### src/sv/sgr_pkg.sv
// ----------------------------------------------------------------------------
// sgr_pkg
// Types, microcode and font table for the scaled glyph rectangle generator.
// ----------------------------------------------------------------------------
package sgr_pkg;

   localparam int unsigned GLYPH_ROWS  = 7;
   localparam int unsigned GLYPH_COLS  = 5;
   localparam int unsigned GLYPH_CELLS = GLYPH_ROWS * GLYPH_COLS;
   localparam int unsigned CELL_W      = $clog2(GLYPH_CELLS);
   localparam int unsigned ROW_W       = $clog2(GLYPH_ROWS);
   localparam logic [CELL_W-1:0] LAST_CELL    = CELL_W'(GLYPH_CELLS - 1);
   localparam logic [ROW_W-1:0]  LAST_ROW     = ROW_W'(GLYPH_ROWS - 1);
   localparam logic [15:0]       PANEL_W_INIT = 16'd480;
   localparam logic [15:0]       PANEL_H_INIT = 16'd854;

   // configuration register indexes
   localparam logic REG_PANEL_WIDTH  = 1'b0;
   localparam logic REG_PANEL_HEIGHT = 1'b1;

   typedef struct packed {
      logic [7:0]  char_code;
      logic        first_of_string;
      logic [15:0] start_x;
      logic [15:0] origin_y;
      logic [15:0] pixel_color;
      logic [15:0] cell_scale;
   } req_type;

   typedef struct packed {
      logic [15:0] rect_x0;
      logic [15:0] rect_y0;
      logic [15:0] rect_x1;
      logic [15:0] rect_y1;
      logic [15:0] rect_color;
      logic        last_of_char;
   } rsp_type;

   // datapath operation selected by a control word
   typedef enum logic [1:0] {
      OP_WAIT,
      OP_SETUP,
      OP_CELL,
      OP_ADVANCE
   } op_type;

   // jump condition of a control word
   typedef enum logic [1:0] {
      COND_ALWAYS,
      COND_ACCEPT,
      COND_ZERO_SCALE,
      COND_LAST_CELL
   } cond_type;

   typedef logic [1:0] step_type;

   localparam step_type STEP_WAIT    = 2'd0;
   localparam step_type STEP_SETUP   = 2'd1;
   localparam step_type STEP_CELL    = 2'd2;
   localparam step_type STEP_ADVANCE = 2'd3;

   typedef struct packed {
      op_type   op;
      cond_type cond;
      step_type target;
      logic     stay;    // stay on this step when the jump is not taken
   } ctrl_type;

   // datapath status seen by the sequencer
   typedef struct packed {
      logic accept;
      logic zero_scale;
      logic last_cell;
      logic stall;
   } status_type;

   function automatic ctrl_type microcode(input step_type step);
      ctrl_type word;
      case (step)
         STEP_WAIT:    word = '{OP_WAIT,    COND_ACCEPT,     STEP_SETUP,   1'b1};
         STEP_SETUP:   word = '{OP_SETUP,   COND_ZERO_SCALE, STEP_WAIT,    1'b0};
         STEP_CELL:    word = '{OP_CELL,    COND_LAST_CELL,  STEP_ADVANCE, 1'b1};
         STEP_ADVANCE: word = '{OP_ADVANCE, COND_ALWAYS,     STEP_WAIT,    1'b0};
         default:      word = '{OP_WAIT,    COND_ALWAYS,     STEP_WAIT,    1'b0};
      endcase
      return word;
   endfunction

   // Cell (col, row) sits at bit col*7 + row; column 4 is the top slice.
   function automatic logic [GLYPH_CELLS-1:0] glyph_bits(input logic [7:0] code);
      logic [GLYPH_CELLS-1:0] g;
      case (code)
         8'h30:   g = {7'h3E, 7'h45, 7'h49, 7'h51, 7'h3E};
         8'h31:   g = {7'h00, 7'h40, 7'h7F, 7'h42, 7'h00};
         8'h32:   g = {7'h46, 7'h49, 7'h51, 7'h61, 7'h42};
         8'h33:   g = {7'h31, 7'h4B, 7'h45, 7'h41, 7'h21};
         8'h34:   g = {7'h10, 7'h7F, 7'h12, 7'h14, 7'h18};
         8'h35:   g = {7'h39, 7'h45, 7'h45, 7'h45, 7'h27};
         8'h36:   g = {7'h06, 7'h49, 7'h49, 7'h29, 7'h1E};
         8'h37:   g = {7'h03, 7'h05, 7'h09, 7'h71, 7'h01};
         8'h38:   g = {7'h36, 7'h49, 7'h49, 7'h49, 7'h36};
         8'h39:   g = {7'h3C, 7'h4A, 7'h49, 7'h49, 7'h30};
         8'h41:   g = {7'h7E, 7'h11, 7'h11, 7'h11, 7'h7E};
         8'h43:   g = {7'h22, 7'h41, 7'h41, 7'h41, 7'h3E};
         8'h44:   g = {7'h1C, 7'h22, 7'h41, 7'h41, 7'h7F};
         8'h45:   g = {7'h41, 7'h49, 7'h49, 7'h49, 7'h7F};
         8'h46:   g = {7'h01, 7'h09, 7'h09, 7'h09, 7'h7F};
         8'h48:   g = {7'h7F, 7'h08, 7'h08, 7'h08, 7'h7F};
         8'h49:   g = {7'h00, 7'h41, 7'h7F, 7'h41, 7'h00};
         8'h4B:   g = {7'h41, 7'h22, 7'h14, 7'h08, 7'h7F};
         8'h4C:   g = {7'h40, 7'h40, 7'h40, 7'h40, 7'h7F};
         8'h4D:   g = {7'h7F, 7'h02, 7'h0C, 7'h02, 7'h7F};
         8'h4E:   g = {7'h7F, 7'h10, 7'h0C, 7'h02, 7'h7F};
         8'h4F:   g = {7'h3E, 7'h41, 7'h41, 7'h41, 7'h3E};
         8'h50:   g = {7'h06, 7'h09, 7'h09, 7'h09, 7'h7F};
         8'h51:   g = {7'h5E, 7'h21, 7'h51, 7'h41, 7'h3E};
         8'h52:   g = {7'h46, 7'h29, 7'h19, 7'h09, 7'h7F};
         8'h53:   g = {7'h31, 7'h49, 7'h49, 7'h49, 7'h46};
         8'h54:   g = {7'h01, 7'h01, 7'h7F, 7'h01, 7'h01};
         8'h55:   g = {7'h3F, 7'h40, 7'h40, 7'h40, 7'h3F};
         8'h56:   g = {7'h1F, 7'h20, 7'h40, 7'h20, 7'h1F};
         8'h58:   g = {7'h63, 7'h14, 7'h08, 7'h14, 7'h63};
         8'h59:   g = {7'h07, 7'h08, 7'h70, 7'h08, 7'h07};
         default: g = '0;
      endcase
      return g;
   endfunction

endpackage

### src/sv/scaled_glyph_rectangle_generator.sv
// ----------------------------------------------------------------------------
// scaled_glyph_rectangle_generator
// Draws 5x7 font characters as scaled filled rectangles; edge cells are dropped.
// ----------------------------------------------------------------------------
//
//   channel | ports                          | moves
//   --------+--------------------------------+------------------------------
//   req     | req_valid/req_ready, req_data  | one character per transfer
//   rsp     | rsp_valid/rsp_ready, rsp_data  | one rectangle per transfer
//   csr     | csr_write_en, csr_index, wdata | panel width (0), height (1)
//
// Steps: a character passes the wait step (its transfer), one setup step,
//   then one cell step per glyph cell (35) unless the walk stalls, and
//   one step to advance the cursor. A zero scale returns to the wait
//   step after the setup step.
// Reset: synchronous, active high; the panel size returns to 480 x 854 and
//   the cursor to 0.
// Stalls: a kept rectangle waits in a pending register until the next one
//   (or the end of the character) decides its last_of_char flag; the walk
//   holds only when the pending and output registers are both full.
//
module scaled_glyph_rectangle_generator (
   input  logic             clock,
   input  logic             reset,
   input  logic             req_valid,
   output logic             req_ready,
   input  sgr_pkg::req_type req_data,
   output logic             rsp_valid,
   input  logic             rsp_ready,
   output sgr_pkg::rsp_type rsp_data,
   input  logic             csr_write_en,
   input  logic             csr_index,
   input  logic [15:0]      csr_wdata
);
   import sgr_pkg::*;

   ctrl_type   ctrl;
   status_type status;
   step_type   step;

   // configuration and architectural state
   logic [15:0] panel_w_ff, panel_h_ff;
   logic [15:0] cursor_ff,  cursor_in;

   // latched item
   logic [GLYPH_CELLS-1:0] glyph_ff, glyph_in;
   logic [15:0]            origin_y_ff, origin_y_in;
   logic [15:0]            color_ff, color_in;
   logic [15:0]            scale_ff, scale_in;

   // cell walk: running corner of the current cell
   logic [15:0]       xa_ff, xa_in;
   logic [15:0]       ya_ff, ya_in;
   logic [CELL_W-1:0] cell_ff, cell_in;
   logic [ROW_W-1:0]  row_ff, row_in;

   // pending rectangle and output register
   rsp_type pend_ff, pend_in;
   logic    pend_valid_ff, pend_valid_in;
   rsp_type rsp_data_ff, rsp_data_in;
   logic    rsp_valid_ff, rsp_valid_in;

   logic        accept;
   logic        out_free;
   logic [15:0] x1, y1;
   logic        keep;
   logic        stall;
   logic [15:0] advance;

   sgr_seq u_seq (
      .clock  (clock),
      .reset  (reset),
      .status (status),
      .ctrl   (ctrl),
      .step   (step)
   );

   assign req_ready = (ctrl.op == OP_WAIT);
   assign accept    = req_valid && req_ready;
   assign rsp_valid = rsp_valid_ff;
   assign rsp_data  = rsp_data_ff;
   assign out_free  = !rsp_valid_ff || rsp_ready;

   // far corner of the current cell, wrapping at 16 bits
   assign x1 = xa_ff + scale_ff - 16'd1;
   assign y1 = ya_ff + scale_ff - 16'd1;

   // drop inverted (wrapped) cells and cells that reach the panel edge
   assign keep = glyph_ff[cell_ff] && (xa_ff <= x1) && (ya_ff <= y1)
                 && (x1 < panel_w_ff) && (y1 < panel_h_ff);

   // hold when a pending rectangle must move out and the output register is full
   assign stall = pend_valid_ff && !out_free
                  && (((ctrl.op == OP_CELL) && keep) || (ctrl.op == OP_ADVANCE));

   // six cells: 4s + 2s
   assign advance = {scale_ff[13:0], 2'b00} + {scale_ff[14:0], 1'b0};

   assign status = '{accept:     accept,
                     zero_scale: (scale_ff == 16'd0),
                     last_cell:  (cell_ff == LAST_CELL),
                     stall:      stall};

   always_comb begin
      cursor_in     = cursor_ff;
      glyph_in      = glyph_ff;
      origin_y_in   = origin_y_ff;
      color_in      = color_ff;
      scale_in      = scale_ff;
      xa_in         = xa_ff;
      ya_in         = ya_ff;
      cell_in       = cell_ff;
      row_in        = row_ff;
      pend_in       = pend_ff;
      pend_valid_in = pend_valid_ff;
      rsp_data_in   = rsp_data_ff;
      rsp_valid_in  = rsp_valid_ff && !rsp_ready;

      case (ctrl.op)
         OP_WAIT: begin
            if (accept) begin
               glyph_in    = glyph_bits(req_data.char_code);
               origin_y_in = req_data.origin_y;
               color_in    = req_data.pixel_color;
               scale_in    = req_data.cell_scale;
               // start of string: load cursor even for a zero scale
               if (req_data.first_of_string) begin
                  cursor_in = req_data.start_x;
               end
            end
         end
         OP_SETUP: begin
            xa_in   = cursor_ff;
            ya_in   = origin_y_ff;
            cell_in = '0;
            row_in  = '0;
         end
         OP_CELL: begin
            if (!stall) begin
               if (keep) begin
                  // a newer kept cell proves the pending one is not last
                  if (pend_valid_ff) begin
                     rsp_data_in  = pend_ff;
                     rsp_valid_in = 1'b1;
                  end
                  pend_in       = '{rect_x0: xa_ff, rect_y0: ya_ff,
                                    rect_x1: x1,    rect_y1: y1,
                                    rect_color: color_ff, last_of_char: 1'b0};
                  pend_valid_in = 1'b1;
               end
               // advance row first, then column
               cell_in = cell_ff + CELL_W'(1);
               if (row_ff == LAST_ROW) begin
                  row_in = '0;
                  ya_in  = origin_y_ff;
                  xa_in  = xa_ff + scale_ff;
               end else begin
                  row_in = row_ff + ROW_W'(1);
                  ya_in  = ya_ff + scale_ff;
               end
            end
         end
         OP_ADVANCE: begin
            if (!stall) begin
               cursor_in = cursor_ff + advance;
               // flush the final rectangle with its last flag
               if (pend_valid_ff) begin
                  rsp_data_in              = pend_ff;
                  rsp_data_in.last_of_char = 1'b1;
                  rsp_valid_in             = 1'b1;
                  pend_valid_in            = 1'b0;
               end
            end
         end
         default: begin
         end
      endcase
   end

   // control state and configuration
   always_ff @(posedge clock) begin
      if (reset) begin
         panel_w_ff    <= PANEL_W_INIT;
         panel_h_ff    <= PANEL_H_INIT;
         cursor_ff     <= '0;
         pend_valid_ff <= 1'b0;
         rsp_valid_ff  <= 1'b0;
      end else begin
         cursor_ff     <= cursor_in;
         pend_valid_ff <= pend_valid_in;
         rsp_valid_ff  <= rsp_valid_in;
         if (csr_write_en) begin
            case (csr_index)
               REG_PANEL_WIDTH:  panel_w_ff <= csr_wdata;
               REG_PANEL_HEIGHT: panel_h_ff <= csr_wdata;
               default: begin
               end
            endcase
         end
      end
   end

   // payload registers
   always_ff @(posedge clock) begin
      glyph_ff    <= glyph_in;
      origin_y_ff <= origin_y_in;
      color_ff    <= color_in;
      scale_ff    <= scale_in;
      xa_ff       <= xa_in;
      ya_ff       <= ya_in;
      cell_ff     <= cell_in;
      row_ff      <= row_in;
      pend_ff     <= pend_in;
      rsp_data_ff <= rsp_data_in;
   end

`ifndef SYNTHESIS
   // a character never leaves a rectangle behind when the next is taken
   a_idle_no_pending: assert property (@(posedge clock) disable iff (reset)
      req_ready |-> !pend_valid_ff)
      else $error("pending rectangle left over at character boundary");

   // a transfer always starts the setup step
   a_accept_setup: assert property (@(posedge clock) disable iff (reset)
      accept |=> (step == STEP_SETUP))
      else $error("setup step did not follow an accepted character");

   // the walk stays inside the glyph
   a_walk_bounds: assert property (@(posedge clock) disable iff (reset)
      (ctrl.op == OP_CELL) |-> ((cell_ff <= LAST_CELL) && (row_ff <= LAST_ROW)))
      else $error("cell walk out of glyph bounds");

   // the cursor moves only on a transfer or at the end of a walk
   a_cursor_hold: assert property (@(posedge clock) disable iff (reset)
      ((ctrl.op == OP_SETUP) || (ctrl.op == OP_CELL)) |=> $stable(cursor_ff))
      else $error("cursor changed during a cell walk");
`endif

endmodule

### src/sv/sgr_seq.sv
// ----------------------------------------------------------------------------
// sgr_seq
// Microcode sequencer: step counter, control ROM and conditional jumps.
// ----------------------------------------------------------------------------
module sgr_seq (
   input  logic               clock,
   input  logic               reset,
   input  sgr_pkg::status_type status,
   output sgr_pkg::ctrl_type   ctrl,
   output sgr_pkg::step_type   step
);
   import sgr_pkg::*;

   step_type step_ff;
   step_type step_in;
   logic     taken;

   assign ctrl = microcode(step_ff);
   assign step = step_ff;

   always_comb begin
      case (ctrl.cond)
         COND_ALWAYS:     taken = 1'b1;
         COND_ACCEPT:     taken = status.accept;
         COND_ZERO_SCALE: taken = status.zero_scale;
         COND_LAST_CELL:  taken = status.last_cell;
         default:         taken = 1'b0;
      endcase
      if (status.stall) begin
         step_in = step_ff;
      end else if (taken) begin
         step_in = ctrl.target;
      end else if (ctrl.stay) begin
         step_in = step_ff;
      end else begin
         step_in = step_ff + 2'd1;
      end
   end

   always_ff @(posedge clock) begin
      if (reset) begin
         step_ff <= STEP_WAIT;
      end else begin
         step_ff <= step_in;
      end
   end

endmodule

### config.mk
export PLATFORM = sky130hd
export DESIGN_NAME = scaled_glyph_rectangle_generator
export DESIGN_NICKNAME = d
export VERILOG_FILES = /design/src/sv/sgr_pkg.sv /design/src/sv/scaled_glyph_rectangle_generator.sv /design/src/sv/sgr_seq.sv
export SDC_FILE = /design/constraint.sdc
export NUM_CORES = 1
export LEC_CHECK = 0
export ABC_AREA = 1
export BUFFER_PORTS_ARGS = -buffer_cell sky130_fd_sc_hd__buf_4
export CAP_MARGIN = 20
export CORE_MARGIN = 2
export CORE_UTILIZATION = 40
export CTS_CLUSTER_SIZE = 25
export DETAILED_ROUTE_END_ITERATION = 10
export PLACE_DENSITY_LB_ADDON = 0.15
export SLEW_MARGIN = 20
export SYNTH_ARGS = -nofsm -noshare
export SYNTH_HDL_FRONTEND = slang
export SYNTH_MEMORY_MAX_BITS = 65536
export SYNTH_SLANG_ARGS = --single-unit
### constraint.sdc
create_clock -name clock -period 16.35 [get_ports clock]
set_input_delay 0.8175 -clock clock [delete_from_list [all_inputs] [get_ports clock]]
set_output_delay 0.8175 -clock clock [all_outputs]
set_load 0.02 [all_outputs]
==> results.sh, run 1 <==
export IMPL_synth_flop_cell="edfxtp_1"
export IMPL_period_needed_ps=6080
export IMPL_clk_pin_slew_ps=60
export IMPL_dp_cells=2592
export IMPL_p_leak_nw=8.95
export IMPL_synth_compound_area_share_pct=10.5
export IMPL_port_buffers=177
export IMPL_slew_headroom_pct=33.1
export IMPL_die_h_um=215
export IMPL_vias_per_cell=5.04
export IMPL_pre_cts_slack_ps=10230
export IMPL_crit_top_cell="nand2_1"
export IMPL_post_cts_repair_setup_buffers=0
export IMPL_overflow=0
export IMPL_syn_cell_area_um2=17900
export IMPL_synth_area_top_cells="edfxtp_1 (48%), ha_1 (8.2%), nand2_1 (7.5%), dfxtp_1 (5.8%), inv_1 (5.2%)"
export IMPL_grt_setup_unrepaired="false"
export IMPL_vias=13404
export IMPL_dr_first_iter_drc_count=948
export IMPL_fin_ws_ps=10270
export IMPL_synth_common_cells="nand2_1 (357), edfxtp_1 (285), inv_1 (248)"
export IMPL_ioPinCount=178
export IMPL_final_hold_viol_count=0
export IMPL_cpMaxStageDelayCell="buf_4"
export IMPL_drive_above_1_share_pct=15.4
export IMPL_powerDensity_nw_per_um2=189
export IMPL_synth_edf_count=285
export IMPL_final_setup_tns_ps=0
export IMPL_cts_root_buf="clkbuf_16"
export IMPL_critical_path_arrival_ps=6230
export IMPL_synth_top_area_share_pct=47.9
export IMPL_yosysMostFrequentCell="nand2_1"
export IMPL_cp_top_family="simple AND/OR/NAND/NOR gates"
export IMPL_antenna_found_initial=5
export IMPL_dr_pass1_iters=5
export IMPL_synth_cell_type_count=49
export IMPL_gr_usage_met3_pct=3.69
export IMPL_placedInstanceArea_um2=19900
export IMPL_design_area_um2=21000
export IMPL_hpwl_um=38000
export IMPL_nets=2266
export IMPL_cp_num_buf_inv=5
export IMPL_setup_viol=0
export IMPL_fin_hold_ws_ps=415
export IMPL_min_period_over_period_pct=37.2
export IMPL_yosysSeqAreaShare_pct=53.7
export IMPL_cts_resized=0
export IMPL_clkLatencyLatePin_ps=530
export IMPL_cts_tree="done"
export IMPL_synth_top_area_cell="edfxtp_1"
export IMPL_cts_inserted_buffers=36
export IMPL_met1_usage_pct=29.3
export IMPL_reg2reg_slack_ps=10270
export IMPL_clock_fmax_mhz=165
export IMPL_gp_congestion=0.941
export IMPL_max_cap_violations=0
export IMPL_grt_pass1_vias=12959
export IMPL_die_x_um=215
export IMPL_synth_fp_nets=2083
export IMPL_initial_core_util_pct=40.5
export IMPL_finalClockSkew_ps=13.7
export IMPL_muxShareOfSynthArea_pct=0
export IMPL_vdd_drop_max_uv=80.1
export IMPL_drc=0
export IMPL_final_cells=2657
export IMPL_routed_wirelength_um=49700
export IMPL_ant_nets=0
export IMPL_synth_top_family_by_area="simple AND/OR/NAND/NOR gates"
export IMPL_p_total_mw=3.98
export IMPL_die_area_um2=46400
export IMPL_worst_pin_slew_ps=997
export IMPL_cp_end_kind="flip-flop"
export IMPL_wl_per_cell_um=18.7
export IMPL_status="finished, final reports clean"
export IMPL_core_area_um2=44100
export IMPL_grt_max_degree=84
export IMPL_cp_slowest_stage_delay_ps=760
export IMPL_grt_pass1_wl_um=75500
export IMPL_startpoint_type="flip-flop"
export IMPL_synth_warnings=0
export IMPL_num_rows=77
export IMPL_synthAdderAreaFrac_pct=9.98
export IMPL_clock_path_buffers=3
export IMPL_fillers=4237
export IMPL_utilization_pct=47.7
export IMPL_ys_seq_elements=337
export IMPL_yosys_area_share_simple_pct=17.6
export IMPL_cts_htree_levels=2
export IMPL_syn_inst=1855
export IMPL_critPathMaxFanout=69
export IMPL_synthXorXnorAreaFrac_pct=1.90
export IMPL_report_final_slew_viol_count=0
export IMPL_cts_sinks=337
export IMPL_track_usage_pct=21.2
export IMPL_min_path_type="flip-flop to flip-flop"
export IMPL_top_usage_layer="met2"
export IMPL_area_delta_synth_final_pct=17.8
export IMPL_async_reset_ff_share_pct=0
export IMPL_grt_use_met2_pct=34.7
export IMPL_crit_type="flip-flop to flip-flop"
export IMPL_cts_hold_buf=0
export IMPL_syn_area_per_cell_um2=9.63
export IMPL_cp_data_required_time_ps=16510
[power by group]
group	internal, mW	switching (mW)	total [mW]	leakage, nW
combinational	0.645	1.24	1.88	5.31
sequential	1.15	0.141	1.29	3.07
clock	0.481	0.327	0.808	0.573
total	2.28	1.71	3.98	8.95
[worst paths after layout]
path | from | end | depth (start not counted)
worst min register to register | pend_ff[66] | rsp_data[66] | 0
worst max-delay path | scale_ff[0] | rsp_data[65] | 28
worst min-delay path | pend_ff[66] | rsp_data[66] | 0
worst max register to register | scale_ff[0] | rsp_data[65] | 28
[worst reg2reg max path, delay by kind of cell, from the launching register on]
family / cells / cell delay (ps)
xor+xnor: 1 / 190
simple gates: 17 / 2370
compound gates: 2 / 310
flops: 1 / 580
fa+ha+maj: 3 / 1110
buf+inv: 5 / 1100
[final cells by class]
type                       count  area, um^2  area share [%]
sequential                   337        9600            45.6
clock buffer                  53        1060            5.02
tap                          592         741            3.52
inverter                     258         970            4.61
antenna                        1        2.50          0.0119
multi-input combinational   1218        7150            34.0
clock inverter                11         120           0.571
timing repair buffer         187        1410            6.69
[placed cells by master (no fill, tap or decap), types with 3 or more instances in the layout]
master       n
buf_4      186
clkbuf_16   38
o22ai_1      8
clkinv_2     6
clkbuf_1    10
o21ai_0    142
inv_2        7
o211ai_1    20
inv_1      246
dfxtp_1     52
nor2_1     151
nor2_4       8
nand2_1    357
nand3_2     13
nand2_2     30
o31ai_1      4
nand2_4      5
nand3_1     90
nand4_1     12
nor2_2       7
nand3b_1     5
nor4_1       9
nor3_1      14
a21oi_1    131
xnor2_1     11
a21oi_2      3
ha_1       117
edfxtp_1   285
o21bai_1     8
a21o_1       3
a31oi_1      7
fa_1        16
xor2_1      26
clkinv_1     5
clkbuf_8     5
[state kept, by name (all words and copies together) (netlist names), 6 cells and up]
| register | flops |
|---|---|
| panel_w_ff | 16 |
| cursor_ff | 16 |
| color_ff | 16 |
| pend_ff | 80 |
| origin_y_ff | 16 |
| xa_ff | 16 |
| scale_ff | 16 |
| rsp_data | 81 |
| cell_ff | 6 |
| panel_h_ff | 16 |
| glyph_ff | 35 |
| ya_ff | 16 |
[logic make-up after synthesis]
group	count (synthesis)
flip-flops	337
buffers and inverters	300
AND/OR/NAND/NOR	706
adder cells (fa/ha/maj)	133
AO/OA/AOI/OAI	341
XOR/XNOR	38
[routing by layer]
layer	wire length, um	part of all wire [%]	up-vias
li1	-	-	6672
met5	46	0.092	-
met3	2690	5.4	85
met2	22900	46	364
met1	22800	46	6275
met4	1320	2.7	8
(Power assumes the default switching activity.)
==> run 2: changes to the inputs <==
- clock period: 16.35 -> 5 ns (I/O delays scaled with it)
==> run 2 against run 1 <==
Against the previous run: sequential power grew to 3.3 times the previous value; final area is 5.4% higher; flip-flop and latch count unchanged; critical path type unchanged; critical endpoint is now rsp_data[27].
==> results.sh, run 2 (synthesized netlist as in run 1, its figures left out) <==
export IMPL_status="finished, final reports clean"
export IMPL_cts_sinks=337
export IMPL_cp_slowest_stage_delay_ps=510
export IMPL_fillers=4113
export IMPL_report_final_slew_viol_count=0
export IMPL_max_cap_violations=0
export IMPL_antenna_found_initial=2
export IMPL_final_hold_viol_count=0
export IMPL_startpoint_type="flip-flop"
export IMPL_min_period_over_period_pct=92.3
export IMPL_critical_path_arrival_ps=4850
export IMPL_drc=0
export IMPL_cts_tree="done"
export IMPL_crit_type="flip-flop to flip-flop"
export IMPL_wl_per_cell_um=19.1
export IMPL_nets=2361
export IMPL_core_area_um2=44100
export IMPL_clkLatencyLatePin_ps=530
export IMPL_cts_root_buf="clkbuf_16"
export IMPL_min_path_type="input port to flip-flop"
export IMPL_pre_cts_slack_ps=140
export IMPL_vias=13789
export IMPL_setup_viol=0
export IMPL_cts_inserted_buffers=37
export IMPL_cts_htree_levels=2
export IMPL_port_buffers=177
export IMPL_crit_top_cell="nand2_1"
export IMPL_final_setup_tns_ps=0
export IMPL_gp_congestion=0.939
export IMPL_dr_pass1_iters=6
export IMPL_track_usage_pct=22.5
export IMPL_layout_commonest_cell="nand2_1"
export IMPL_overflow=0
export IMPL_routed_wirelength_um=52600
export IMPL_critPathMaxFanout=18
export IMPL_cp_startpoint="scale_ff[0]"
export IMPL_grt_max_degree=84
export IMPL_slew_headroom_pct=28.7
export IMPL_cp_end_kind="flip-flop"
export IMPL_worst_pin_slew_ps=1070
export IMPL_powerDensity_nw_per_um2=610
export IMPL_finalClockSkew_ps=12.3
export IMPL_p_int_mw=7.72
export IMPL_period_needed_ps=4620
export IMPL_switching_share_pct=43.0
export IMPL_vias_per_cell=5.01
export IMPL_cpMaxStageDelayCell="edfxtp_1"
export IMPL_placedInstanceArea_um2=20100
export IMPL_dp_cells=2612
export IMPL_final_cells=2755
export IMPL_cp_data_required_time_ps=5240
export IMPL_die_area_um2=46400
export IMPL_die_x_um=215
export IMPL_area_delta_synth_final_pct=24.2
export IMPL_seqPwrFrac_pct=31.0
export IMPL_grt_pass1_vias=13721
export IMPL_reg2reg_slack_ps=380
export IMPL_hold_start="req_data[54]"
export IMPL_fin_hold_ws_ps=16.9
export IMPL_vdd_drop_max_uv=273
export IMPL_drive_above_1_share_pct=16.9
export IMPL_fin_ws_ps=383
export IMPL_hpwl_um=39700
export IMPL_dr_first_iter_drc_count=902
export IMPL_ioPinCount=178
export IMPL_timing_rr_start="scale_ff[0]"
export IMPL_p_leak_nw=9.43
export IMPL_p_total_mw=13.5
export IMPL_initial_core_util_pct=40.5
export IMPL_clock_path_buffers=3
export IMPL_p_sw_mw=5.81
export IMPL_final_cell_mix="nand2_1 (355), edfxtp_1 (285), inv_1 (247)"
export IMPL_largest_register_ffs=81
export IMPL_utilization_pct=50.3
export IMPL_power_frac_comb_pct=48.8
export IMPL_clock_fmax_mhz=217
export IMPL_die_h_um=215
export IMPL_clk_pin_slew_ps=60
export IMPL_design_area_um2=22200
export IMPL_ant_nets=0
export IMPL_num_rows=77
export IMPL_power_frac_clock_pct=20.2
export IMPL_grt_pass1_wl_um=80300
run 2: cell count changes in the layout (fill, tap and decap cells not counted), moves of 3 or more:
cell,before,now
clkbuf_16,38,41
ha_1,117,112
buf_4,186,207
buf_12,0,8
nor3_1,14,11
dlygate4sd3_1,0,62
clkinv_2,6,2
ha_2,0,4
clkbuf_8,5,1
clkbuf_1,10,13
run 2: final cells by class:
cell class / instances / area, um^2 / share of cell area (%)
clock inverters: 15 / 196 / 0.885
clock buffers: 52 / 1010 / 4.57
inverters: 258 / 970 / 4.37
well taps: 592 / 741 / 3.34
multi-input cells: 1218 / 7240 / 32.6
flip-flops and latches: 337 / 9600 / 43.3
diodes: 2 / 5.00 / 0.0226
repair buffers: 281 / 2420 / 10.9
run 2: what timing repair did:
item / in CTS / in global routing
resized for setup: 0 / 16
hold buffers: 62 / 0
buffers inserted: 0 / 8
endpoints found under the hold margin: 64 / 0
setup endpoints to repair: 0 / 200
run 2: final timing paths:
| path | to | cells after the start |
|---|---|---|
| max | rsp_data[27] | 29 |
| min | cursor_ff[6] | 3 |
| max reg2reg | rsp_data[27] | 29 |
| min reg2reg | rsp_data[58] | 0 |
run 2: power by group through the flow:
| stage | Sequential (mW) | Combinational, mW | Clock (mW) |
|---|---|---|---|
| 3_5_place_dp | 4.26 | 6.44 | 0 |
| 2_1_floorplan | 4.02 | 4.71 | 0 |
| 3_3_place_gp | 4.26 | 6.35 | 0 |
| 6_report | 4.20 | 6.60 | 2.74 |
| 4_1_cts | 4.21 | 6.52 | 2.80 |
| 5_1_grt | 4.24 | 7.57 | 2.91 |
run 2: metal layers:
metal	share of wire (%)	global-route usage (%)	vias up
li1	-	-	6860
met4	3.5	8.44	0
met3	4.8	3.34	97
met5	0	0	-
met1	46	31.0	6480
met2	46	36.0	352
run 2: critical path, delay by kind of cell, from the launching register on:
kind                       cells  cell delay, ps
and+or+nand+nor               15            1560
adders and majority gates      3             950
xor gates and xnor gates       1             180
buffers and inverters          5             590
AOI/OAI and AO/OA              5             530
DFF                            1             510
